==> config.mk <==
export PLATFORM = sky130hd
export DESIGN_NAME = triangle_scanline_span
export DESIGN_NICKNAME = d
export VERILOG_FILES = /design/src/rtl/tss_pkg.sv /design/src/rtl/triangle_scanline_span.sv /design/src/rtl/tss_setup.sv /design/src/rtl/tss_edge_div.sv /design/src/rtl/tss_span.sv
export SDC_FILE = /design/constraint.sdc
export NUM_CORES = 2
export LEC_CHECK = 0
export ABC_AREA = 1
export BUFFER_PORTS_ARGS = -buffer_cell sky130_fd_sc_hd__buf_2
export CELL_PAD_IN_SITES_DETAIL_PLACEMENT = 1
export CELL_PAD_IN_SITES_GLOBAL_PLACEMENT = 2
export CORE_MARGIN = 2
export CORE_UTILIZATION = 32
export DETAILED_ROUTE_END_ITERATION = 6
export HOLD_SLACK_MARGIN = 0.06
export PLACE_DENSITY = 0.68
export RECOVER_POWER = 50
export SLEW_MARGIN = 20
export SYNTH_ARGS = -nofsm -noshare
export SYNTH_HDL_FRONTEND = slang
export SYNTH_SLANG_ARGS = --single-unit
==> constraint.sdc <==
create_clock -name clock -period 14.8 [get_ports clock]
set_input_delay 3.7 -clock clock [delete_from_list [all_inputs] [get_ports clock]]
set_output_delay 3.7 -clock clock [all_outputs]
set_load 0.05 [all_outputs]
==> src/rtl/tss_pkg.sv <==
// Shared types for the triangle scanline span pipeline.
package tss_pkg;

   // Control bits that travel with each word through the pipeline.
   typedef struct packed {
      logic valid;
      logic hit;
   } tss_ctl_type;

endpackage

==> src/rtl/triangle_scanline_span.sv <==
// Top level: scanline span of a filled triangle, fully pipelined.
//
//  channel | ports                                   | dir | handshake
//  --------+-----------------------------------------+-----+-------------------------
//  request | start, busy, req_vertex*_x/y, req_scan_row | in  | start && !busy
//  result  | rsp_strobe, rsp_covered, rsp_span_start,| out | rsp_strobe, one cycle
//          | rsp_span_width                          |     |
//
// One word enters per cycle while busy is low; its result passes through vertex
// sort, edge setup, multiply, one restoring divider stage per quotient bit,
// crossing add, then ordering and width. Throughput is one word per clock.
// Reset clears every valid bit at once; busy is high only while reset is high.
// The receiver cannot stall, so nothing inside ever holds: words just advance.
module triangle_scanline_span #(
   parameter int COORD_WIDTH = 12
) (
   input  logic                          clock,
   input  logic                          reset,
   input  logic                          start,
   output logic                          busy,
   input  logic signed [COORD_WIDTH-1:0] req_vertex0_x,
   input  logic signed [COORD_WIDTH-1:0] req_vertex0_y,
   input  logic signed [COORD_WIDTH-1:0] req_vertex1_x,
   input  logic signed [COORD_WIDTH-1:0] req_vertex1_y,
   input  logic signed [COORD_WIDTH-1:0] req_vertex2_x,
   input  logic signed [COORD_WIDTH-1:0] req_vertex2_y,
   input  logic signed [COORD_WIDTH-1:0] req_scan_row,
   output logic                          rsp_strobe,
   output logic                          rsp_covered,
   output logic signed [COORD_WIDTH-1:0] rsp_span_start,
   output logic [COORD_WIDTH:0]          rsp_span_width
);
   import tss_pkg::*;

   localparam int W       = COORD_WIDTH;
   localparam int LATENCY = W + 5;

   logic accept;

   // only reset holds the request side off
   assign busy   = reset;
   assign accept = start && !busy;

   // sort + setup: two stages
   tss_ctl_type         setup_ctl;
   logic signed [W-1:0] xa_a, xa_b;
   logic signed [W:0]   dx_a, dx_b;
   logic [W-1:0]        drow_a, drow_b, dy_a, dy_b;

   tss_setup #(.W(W)) u_setup (
      .clock      (clock),
      .reset      (reset),
      .in_valid   (accept),
      .in_x0      (req_vertex0_x),
      .in_y0      (req_vertex0_y),
      .in_x1      (req_vertex1_x),
      .in_y1      (req_vertex1_y),
      .in_x2      (req_vertex2_x),
      .in_y2      (req_vertex2_y),
      .in_row     (req_scan_row),
      .out_ctl    (setup_ctl),
      .out_xa_a   (xa_a),
      .out_xa_b   (xa_b),
      .out_dx_a   (dx_a),
      .out_dx_b   (dx_b),
      .out_drow_a (drow_a),
      .out_drow_b (drow_b),
      .out_dy_a   (dy_a),
      .out_dy_b   (dy_b)
   );

   // edge A (0-1 or 1-2, else xmin with zero slope) carries the hit flag and its base x alongside
   logic         va_out, vb_out, neg_a, neg_b;
   logic [W:0]   tag_a_out;
   logic [W-1:0] tag_b_out, quot_a, quot_b;

   tss_edge_div #(.W(W), .TAG_W(W + 1)) u_div_a (
      .clock     (clock),
      .reset     (reset),
      .in_valid  (setup_ctl.valid),
      .in_tag    ({setup_ctl.hit, xa_a}),
      .in_dx     (dx_a),
      .in_drow   (drow_a),
      .in_dy     (dy_a),
      .out_valid (va_out),
      .out_tag   (tag_a_out),
      .out_neg   (neg_a),
      .out_quot  (quot_a)
   );

   // edge B is the long edge 0-2, or xmax with zero slope for a one-row triangle or miss
   tss_edge_div #(.W(W), .TAG_W(W)) u_div_b (
      .clock     (clock),
      .reset     (reset),
      .in_valid  (setup_ctl.valid),
      .in_tag    (xa_b),
      .in_dx     (dx_b),
      .in_drow   (drow_b),
      .in_dy     (dy_b),
      .out_valid (vb_out),
      .out_tag   (tag_b_out),
      .out_neg   (neg_b),
      .out_quot  (quot_b)
   );

   tss_ctl_type span_ctl;

   assign span_ctl.valid = va_out;
   assign span_ctl.hit   = tag_a_out[W];

   tss_span #(.W(W)) u_span (
      .clock       (clock),
      .reset       (reset),
      .in_ctl      (span_ctl),
      .in_xa_a     (tag_a_out[W-1:0]),
      .in_xa_b     (tag_b_out),
      .in_neg_a    (neg_a),
      .in_neg_b    (neg_b),
      .in_quot_a   (quot_a),
      .in_quot_b   (quot_b),
      .out_valid   (rsp_strobe),
      .out_covered (rsp_covered),
      .out_start   (rsp_span_start),
      .out_width   (rsp_span_width)
   );

   // both edge lanes run in lockstep
   a_lanes_aligned: assert property (@(posedge clock) disable iff (reset)
      va_out == vb_out)
      else $error("edge divider lanes out of step");

   // no result word without a matching request word accepted earlier
   a_no_phantom: assert property (@(posedge clock) disable iff (reset)
      rsp_strobe |-> $past(accept, LATENCY))
      else $error("result word without matching request");

endmodule

==> src/rtl/tss_setup.sv <==
// Vertex sort stage and edge operand setup stage.
module tss_setup #(
   parameter int W = 12
) (
   input  logic                  clock,
   input  logic                  reset,
   input  logic                  in_valid,
   input  logic signed [W-1:0]   in_x0,
   input  logic signed [W-1:0]   in_y0,
   input  logic signed [W-1:0]   in_x1,
   input  logic signed [W-1:0]   in_y1,
   input  logic signed [W-1:0]   in_x2,
   input  logic signed [W-1:0]   in_y2,
   input  logic signed [W-1:0]   in_row,
   output tss_pkg::tss_ctl_type  out_ctl,
   output logic signed [W-1:0]   out_xa_a,
   output logic signed [W-1:0]   out_xa_b,
   output logic signed [W:0]     out_dx_a,
   output logic signed [W:0]     out_dx_b,
   output logic [W-1:0]          out_drow_a,
   output logic [W-1:0]          out_drow_b,
   output logic [W-1:0]          out_dy_a,
   output logic [W-1:0]          out_dy_b
);
   import tss_pkg::*;

   // sort stage
   logic signed [W-1:0] px0, py0, px1, py1, qx1, qy1, qx2, qy2;
   logic signed [W-1:0] sx0_in, sy0_in, sx1_in, sy1_in;
   logic signed [W-1:0] sx0_ff, sy0_ff, sx1_ff, sy1_ff, sx2_ff, sy2_ff, srow_ff;
   logic                sval_ff;

   always_comb begin
      if (in_y0 > in_y1) begin
         px0 = in_x1; py0 = in_y1; px1 = in_x0; py1 = in_y0;
      end else begin
         px0 = in_x0; py0 = in_y0; px1 = in_x1; py1 = in_y1;
      end
      if (py1 > in_y2) begin
         qx1 = in_x2; qy1 = in_y2; qx2 = px1; qy2 = py1;
      end else begin
         qx1 = px1; qy1 = py1; qx2 = in_x2; qy2 = in_y2;
      end
      if (py0 > qy1) begin
         sx0_in = qx1; sy0_in = qy1; sx1_in = px0; sy1_in = py0;
      end else begin
         sx0_in = px0; sy0_in = py0; sx1_in = qx1; sy1_in = qy1;
      end
   end

   always_ff @(posedge clock) begin
      if (reset) begin
         sval_ff <= 1'b0;
      end else begin
         sval_ff <= in_valid;
      end
      sx0_ff  <= sx0_in;
      sy0_ff  <= sy0_in;
      sx1_ff  <= sx1_in;
      sy1_ff  <= sy1_in;
      sx2_ff  <= qx2;
      sy2_ff  <= qy2;
      srow_ff <= in_row;
   end

   // setup stage
   logic signed [W:0]   ex0, ex1, ex2, ey0, ey1, ey2, erow;
   logic signed [W:0]   dx01, dx12, dx02, dr0, dr1, dy01, dy12, dy02;
   logic                flat, in_range, upper, hit_in;
   logic signed [W-1:0] xmin, xmax;
   logic signed [W-1:0] xa_a_in, xa_b_in;
   logic signed [W:0]   dx_a_in, dx_b_in;
   logic [W-1:0]        drow_a_in, drow_b_in, dy_a_in, dy_b_in;

   assign ex0  = {sx0_ff[W-1], sx0_ff};
   assign ex1  = {sx1_ff[W-1], sx1_ff};
   assign ex2  = {sx2_ff[W-1], sx2_ff};
   assign ey0  = {sy0_ff[W-1], sy0_ff};
   assign ey1  = {sy1_ff[W-1], sy1_ff};
   assign ey2  = {sy2_ff[W-1], sy2_ff};
   assign erow = {srow_ff[W-1], srow_ff};
   assign dx01 = ex1 - ex0;
   assign dx12 = ex2 - ex1;
   assign dx02 = ex2 - ex0;
   assign dr0  = erow - ey0;
   assign dr1  = erow - ey1;
   assign dy01 = ey1 - ey0;
   assign dy12 = ey2 - ey1;
   assign dy02 = ey2 - ey0;

   always_comb begin
      flat     = (sy0_ff == sy2_ff);
      in_range = (srow_ff >= sy0_ff) && (srow_ff <= sy2_ff);
      // upper part runs through y1 when the bottom is flat
      upper    = (srow_ff < sy1_ff) || (sy1_ff == sy2_ff);
      hit_in   = flat ? (srow_ff == sy0_ff) : in_range;

      xmin = sx0_ff;
      xmax = sx0_ff;
      if (sx1_ff < xmin) xmin = sx1_ff;
      if (sx1_ff > xmax) xmax = sx1_ff;
      if (sx2_ff < xmin) xmin = sx2_ff;
      if (sx2_ff > xmax) xmax = sx2_ff;

      // one-row triangle or miss: zero slope, divisor one, crossing = base x
      xa_a_in   = xmin;
      xa_b_in   = xmax;
      dx_a_in   = '0;
      dx_b_in   = '0;
      drow_a_in = '0;
      drow_b_in = '0;
      dy_a_in   = {{(W-1){1'b0}}, 1'b1};
      dy_b_in   = {{(W-1){1'b0}}, 1'b1};

      if (hit_in && !flat) begin
         xa_b_in   = sx0_ff;
         dx_b_in   = dx02;
         drow_b_in = dr0[W-1:0];
         dy_b_in   = dy02[W-1:0];
         if (upper) begin
            xa_a_in   = sx0_ff;
            dx_a_in   = dx01;
            drow_a_in = dr0[W-1:0];
            dy_a_in   = dy01[W-1:0];
         end else begin
            xa_a_in   = sx1_ff;
            dx_a_in   = dx12;
            drow_a_in = dr1[W-1:0];
            dy_a_in   = dy12[W-1:0];
         end
      end
   end

   logic val_ff, hit_ff;

   always_ff @(posedge clock) begin
      if (reset) begin
         val_ff <= 1'b0;
      end else begin
         val_ff <= sval_ff;
      end
      hit_ff     <= hit_in;
      out_xa_a   <= xa_a_in;
      out_xa_b   <= xa_b_in;
      out_dx_a   <= dx_a_in;
      out_dx_b   <= dx_b_in;
      out_drow_a <= drow_a_in;
      out_drow_b <= drow_b_in;
      out_dy_a   <= dy_a_in;
      out_dy_b   <= dy_b_in;
   end

   assign out_ctl.valid = val_ff;
   assign out_ctl.hit   = hit_ff;

endmodule

==> src/rtl/tss_edge_div.sv <==
// Edge crossing offset: |dx| * drow, then a restoring divider, one quotient bit per stage.
module tss_edge_div #(
   parameter int W     = 12,
   parameter int TAG_W = 1
) (
   input  logic                 clock,
   input  logic                 reset,
   input  logic                 in_valid,
   input  logic [TAG_W-1:0]     in_tag,
   input  logic signed [W:0]    in_dx,
   input  logic [W-1:0]         in_drow,
   input  logic [W-1:0]         in_dy,
   output logic                 out_valid,
   output logic [TAG_W-1:0]     out_tag,
   output logic                 out_neg,
   output logic [W-1:0]         out_quot
);
   localparam int PW = 2 * W;
   localparam int NS = W + 1;

   logic             valid_ff [NS];
   logic [TAG_W-1:0] tag_ff   [NS];
   logic             neg_ff   [NS];
   logic [W-1:0]     dy_ff    [NS];
   logic [PW-1:0]    rem_ff   [NS];
   logic [W-1:0]     quot_ff  [NS];

   logic signed [W:0] dx_neg;
   logic [W-1:0]      mag;
   logic [PW-1:0]     prod_in;

   assign dx_neg  = -in_dx;
   assign mag     = in_dx[W] ? dx_neg[W-1:0] : in_dx[W-1:0];
   assign prod_in = PW'(mag) * PW'(in_drow);

   always_ff @(posedge clock) begin
      if (reset) begin
         valid_ff[0] <= 1'b0;
      end else begin
         valid_ff[0] <= in_valid;
      end
      tag_ff[0]  <= in_tag;
      neg_ff[0]  <= in_dx[W];
      dy_ff[0]   <= in_dy;
      rem_ff[0]  <= prod_in;
      quot_ff[0] <= '0;
   end

   // stage k settles quotient bit W-1-k
   for (genvar k = 0; k < W; k++) begin : g_step
      logic [PW-1:0] dsh;
      logic          ge;

      assign dsh = {{W{1'b0}}, dy_ff[k]} << (W - 1 - k);
      assign ge  = (rem_ff[k] >= dsh);

      always_ff @(posedge clock) begin
         if (reset) begin
            valid_ff[k+1] <= 1'b0;
         end else begin
            valid_ff[k+1] <= valid_ff[k];
         end
         tag_ff[k+1]  <= tag_ff[k];
         neg_ff[k+1]  <= neg_ff[k];
         dy_ff[k+1]   <= dy_ff[k];
         rem_ff[k+1]  <= ge ? (rem_ff[k] - dsh) : rem_ff[k];
         quot_ff[k+1] <= {quot_ff[k][W-2:0], ge};
      end
   end

   assign out_valid = valid_ff[W];
   assign out_tag   = tag_ff[W];
   assign out_neg   = neg_ff[W];
   assign out_quot  = quot_ff[W];

   // quotient must fit W bits
   a_quot_fits: assert property (@(posedge clock) disable iff (reset)
      valid_ff[0] |-> (rem_ff[0] < {dy_ff[0], {W{1'b0}}}))
      else $error("edge product too large for quotient width");

   // final remainder below divisor
   a_rem_final: assert property (@(posedge clock) disable iff (reset)
      valid_ff[W] |-> (rem_ff[W] < PW'(dy_ff[W])))
      else $error("divider remainder not reduced");

endmodule

==> src/rtl/tss_span.sv <==
// Crossing add, left/right ordering and span width.
module tss_span #(
   parameter int W = 12
) (
   input  logic                  clock,
   input  logic                  reset,
   input  tss_pkg::tss_ctl_type  in_ctl,
   input  logic signed [W-1:0]   in_xa_a,
   input  logic signed [W-1:0]   in_xa_b,
   input  logic                  in_neg_a,
   input  logic                  in_neg_b,
   input  logic [W-1:0]          in_quot_a,
   input  logic [W-1:0]          in_quot_b,
   output logic                  out_valid,
   output logic                  out_covered,
   output logic signed [W-1:0]   out_start,
   output logic [W:0]            out_width
);
   import tss_pkg::*;

   logic signed [W:0] qa_pos, qb_pos, qa_s, qb_s, ca, cb;

   assign qa_pos = {1'b0, in_quot_a};
   assign qb_pos = {1'b0, in_quot_b};
   assign qa_s   = in_neg_a ? -qa_pos : qa_pos;
   assign qb_s   = in_neg_b ? -qb_pos : qb_pos;
   assign ca     = {in_xa_a[W-1], in_xa_a} + qa_s;
   assign cb     = {in_xa_b[W-1], in_xa_b} + qb_s;

   logic                va_ff, hit_ff;
   logic signed [W-1:0] a_ff, b_ff;

   always_ff @(posedge clock) begin
      if (reset) begin
         va_ff <= 1'b0;
      end else begin
         va_ff <= in_ctl.valid;
      end
      hit_ff <= in_ctl.hit;
      a_ff   <= ca[W-1:0];
      b_ff   <= cb[W-1:0];
   end

   logic signed [W-1:0] lo, hi;
   logic [W:0]          wid;

   always_comb begin
      if (a_ff > b_ff) begin
         lo = b_ff;
         hi = a_ff;
      end else begin
         lo = a_ff;
         hi = b_ff;
      end
      wid = {hi[W-1], hi} - {lo[W-1], lo} + (W+1)'(1);
   end

   always_ff @(posedge clock) begin
      if (reset) begin
         out_valid <= 1'b0;
      end else begin
         out_valid <= va_ff;
      end
      out_covered <= hit_ff;
      out_start   <= hit_ff ? lo : '0;
      out_width   <= hit_ff ? wid : '0;
   end

   a_cov_width: assert property (@(posedge clock) disable iff (reset)
      (out_valid && out_covered) |-> (out_width != '0))
      else $error("covered row with empty span");

   a_width_max: assert property (@(posedge clock) disable iff (reset)
      (out_valid && out_width[W]) |-> (out_width[W-1:0] == '0))
      else $error("span width beyond full row");

endmodule
==> results_dict.tcl <==
set metrics [dict create \
    outcome "finished, final reports clean" \
    max_stage_delay_ns 0.66 \
    clock_buffer_count_from_cts 178 \
    largest_voltage_drop_on_the_vdd_net_uv 135 \
    reg2reg_setup_slack_ns 7.72 \
    final_hold_viol_count 0 \
    core_area_sq_um 225000 \
    fmax_ghz 0.0976 \
    final_weighted_congestion_in_routability_driven_placement 0.849 \
    final_critical_path_setup_slack_ns 4.55 \
    cell_area_synth_sq_um 72600 \
    power_mw 22.1 \
    synthesis.instances 8183 \
    detailroute.via_count 52100 \
    synth.top_cell.area_share_pct 44.7 \
    gr-usage-met1_pct 21.1 \
    crit-reg2reg-capture "u_div_a.rem_ff[0][21]$_DFF_P_" \
    count_of_max_cap_constraint_violations 0 \
    die-width_microns 480 \
    timing.critical_path.slowest_stage_cell "sky130_fd_sc_hd__buf_4" \
    clkTransAtPathRegs_ns 0.06 \
    postSynth.topFlopCell "sky130_fd_sc_hd__dfxtp_1" \
    hold-path-cell-count 0 \
    yosys-top-cells-area "sky130_fd_sc_hd__dfxtp_1 45%, sky130_fd_sc_hd__ha_1 11%, sky130_fd_sc_hd__nand2_1 6.8%" \
    synth.mux.area_fraction_pct 0.0155 \
    port_buffers 114 \
    root_buffer "sky130_fd_sc_hd__clkbuf_16" \
    cts_resized 0 \
    synth_edf_count 0 \
    cts-root-to-sink-buffers 3 \
    combinationalPowerShare_pct 46.5 \
    cell_count_final_fillers_out 11500 \
    post-synth-top-count-cell "sky130_fd_sc_hd__dfxtp_1" \
    share_of_the_synthesized_area_in_compound_gates_ao_oa_aoi_oai_pct 10.3 \
    power.switching_mw 9.35 \
    grt_start_max_net_pins 77 \
    routed_wl_microns 192000 \
    drt_first_pass_iters 7 \
    worst_setup_path_start_kind "input pin" \
    finalSetupViolCount 0 \
    grt_antenna_before_repair 25 \
    slew_headroom_pct 28.4 \
    boundaryPins 115 \
    global_route_overflow 0 \
    drive_gt1_share_pct 6.85 \
    layout.nets 9295 \
    crit_fanout 76 \
    yosys.cell_types.count 79 \
    gr-max-usage-layer "met2" \
    clkLatencyLatePin_ns 0.82 \
    finClkSkew_ns 0.0631 \
    async_reset_ff_share_pct 0 \
    internal-power_mw 12.7 \
    cp_data_arrival_time_ns 10.95 \
    grt_setup_unrepaired "no" \
    pre_cts_ws_ns 3.72 \
    fp.dieArea_sq_um 231000 \
    setup_tns_ns 0 \
    viasPerCell 4.53 \
    holdCritPathClass "register to register" \
    crit_required_ns 15.50 \
    global_route.usage.total_pct 16.6 \
    synth_area_in_adders_pct 17.2 \
    report.final.slew_viol_count 0 \
    ant_nets 0 \
    netSwitchingFraction_pct 42.4 \
    min_period_over_period_pct 69.2 \
    hpwl_microns 154000 \
    grt_first_pass_wirelength_microns 305000 \
    synth_simple_gate_area_share_pct 14.7 \
    path_common_cell "sky130_fd_sc_hd__nand2_1" \
    detail_route.iter0.violations 1815 \
    synth_seq_cells 1622 \
    layout-area-overhead-vs-synth_pct 13.9 \
    place_inst 11200 \
    power_density_nw_per_um2 267 \
    placement_rows 174 \
    r2r-start "u_setup.out_dx_a[0]$_SDFF_PN0_" \
    finalWorstPathRequiredPeriod_ns 10.25 \
    synth_xor_area_share_pct 5.65 \
    synth.avg_cell_area_sq_um 8.87 \
    synth_top_family_by_area "adder cells" \
    clkPwrFrac_pct 20.8 \
    setup.worst_path.end_class "register" \
    post-route-drc-count 0 \
    min_to "u_div_a.neg_ff[0][1]$_DFF_P_" \
    cts.sink_count 1622 \
    seq_area_frac_synth_pct 44.7 \
    wire_per_inst_microns 16.7 \
    p_seq_share_pct 32.6 \
    floorplan.initialDensity_pct 32.2 \
    die_y_microns 480 \
    critical_path_class "input pin to register" \
    post-cts-setup-buffer-count 0 \
    min-delay-start "u_div_a.neg_ff[0][0]$_DFF_P_" \
    grt_use_met2_pct 28.2 \
    synthDominantAreaCellType "sky130_fd_sc_hd__dfxtp_1" \
    global_route_track_usage_on_met3_pct 2.84 \
    yosysWarningCount 0 \
    synth.cells.most_frequent "1622 x sky130_fd_sc_hd__dfxtp_1, 1312 x sky130_fd_sc_hd__nand2_1, 1226 x sky130_fd_sc_hd__inv_1, 625 x sky130_fd_sc_hd__ha_1, 592 x sky130_fd_sc_hd__nor2_1" \
    leakage_nw 37.3 \
    tritoncts "done" \
    cts_hold_buf 0 \
    htree_levels 4 \
    syn_nets 9128 \
    ff2ff_path_depth 29 \
    first_global_vias 55400 \
    worst-slew-pin-transition_ns 1.07 \
]
power groups by stage:
stage	Combinational (mW)	Sequential, mW	Clock, mW
6_report	10.3	7.21	4.60
5_1_grt	11.8	7.41	4.96
4_1_cts	10.4	7.24	4.77
3_5_place_dp	10.4	7.32	0
3_3_place_gp	10.2	7.29	0
2_1_floorplan	7.80	6.85	0
worst max-delay path, delay by kind of cell:
family,cells,cell delay [ns]
AOI/OAI and AO/OA,7,1.26
adders and majority gates,3,0.95
buffers and inverters,9,2.94
and+or+nand+nor,16,2.04
worst max path at each step:
stage / from / endpoint / slack (ns) / cells after the start
after floorplan: req_vertex1_y[7] / u_setup.sy0_ff[10]$_DFF_P_ / 6.37 / 35
after global placement: req_vertex0_y[5] / u_setup.sy0_ff[0]$_DFF_P_ / 3.71 / 37
after detailed placement: req_vertex1_y[7] / u_setup.sx0_ff[4]$_DFF_P_ / 3.72 / 34
after CTS: req_vertex1_y[7] / u_setup.sy0_ff[0]$_DFF_P_ / 4.62 / 35
after global routing: req_vertex1_y[7] / u_setup.sx0_ff[3]$_DFF_P_ / 3.63 / 35
final: req_vertex1_y[7] / u_setup.sy0_ff[0]$_DFF_P_ / 4.55 / 35
sequential cells by signal, summed over array words and instances, names as in the netlist, 13 cells and up:
name,cells
u_div_b.tag_ff,156
u_div_a.dy_ff,144
u_div_b.rem_ff,288
u_span.out_width,13
u_div_a.neg_ff,13
u_setup.out_dx_a,13
u_div_b.quot_ff,78
u_div_a.tag_ff,169
u_div_b.neg_ff,13
u_div_a.rem_ff,288
u_div_a.valid_ff,13
u_div_a.quot_ff,78
u_div_b.dy_ff,144
u_setup.out_dx_b,13
layout make-up:
class / count / area (sq um)
tap: 2992 / 3740
sequential: 1622 / 32500
multi-input combinational: 5175 / 34800
timing repair buffer: 132 / 706
antenna: 9 / 22.5
inverter: 1241 / 4660
fill: 26100 / 142000
clock buffer: 229 / 4900
clock inverter: 93 / 1340
through the flow:
stage,util (%),hold WS [ns],area (sq um)
after floorplan,-,0.310,72600
after global placement,33.9,0.310,76400
after detailed placement,33.9,0.313,76400
after CTS,36.7,0.300,82600
after global routing,36.7,0.311,82600
final,36.7,0.302,82700
routing by layer:
layer  part of all wire, %  up-vias
met2                    47      554
met5                 0.047        -
met4                   3.4       14
met1                    47    24500
met3                   3.3      321
li1                      -    26700
placed cells by master (no fill, tap or decap), types with 68 or more instances in the layout:
cell type / synthesis / final
sky130_fd_sc_hd__a21oi_1: 586 / 586
sky130_fd_sc_hd__buf_2: 43 / 114
sky130_fd_sc_hd__clkbuf_16: 0 / 178
sky130_fd_sc_hd__dfxtp_1: 1622 / 1622
sky130_fd_sc_hd__fa_1: 233 / 233
sky130_fd_sc_hd__ha_1: 625 / 625
sky130_fd_sc_hd__inv_1: 1226 / 1226
sky130_fd_sc_hd__nand2_1: 1312 / 1310
sky130_fd_sc_hd__nand3_1: 240 / 239
sky130_fd_sc_hd__nand4_1: 68 / 68
sky130_fd_sc_hd__nor2_1: 592 / 592
sky130_fd_sc_hd__nor3_1: 88 / 88
sky130_fd_sc_hd__o21ai_0: 452 / 452
sky130_fd_sc_hd__o21ai_1: 82 / 81
sky130_fd_sc_hd__xnor2_1: 179 / 179
sky130_fd_sc_hd__xor2_1: 289 / 289
cells by family after synthesis:
| kind of cell | after synthesis |
|---|---|
| mux | 1 |
| flops | 1622 |
| xor+xnor | 468 |
| fa+ha+maj | 858 |
| buf+inv | 1386 |
| compound gates | 1352 |
| simple gates | 2496 |
(Power assumes the default switching activity.)
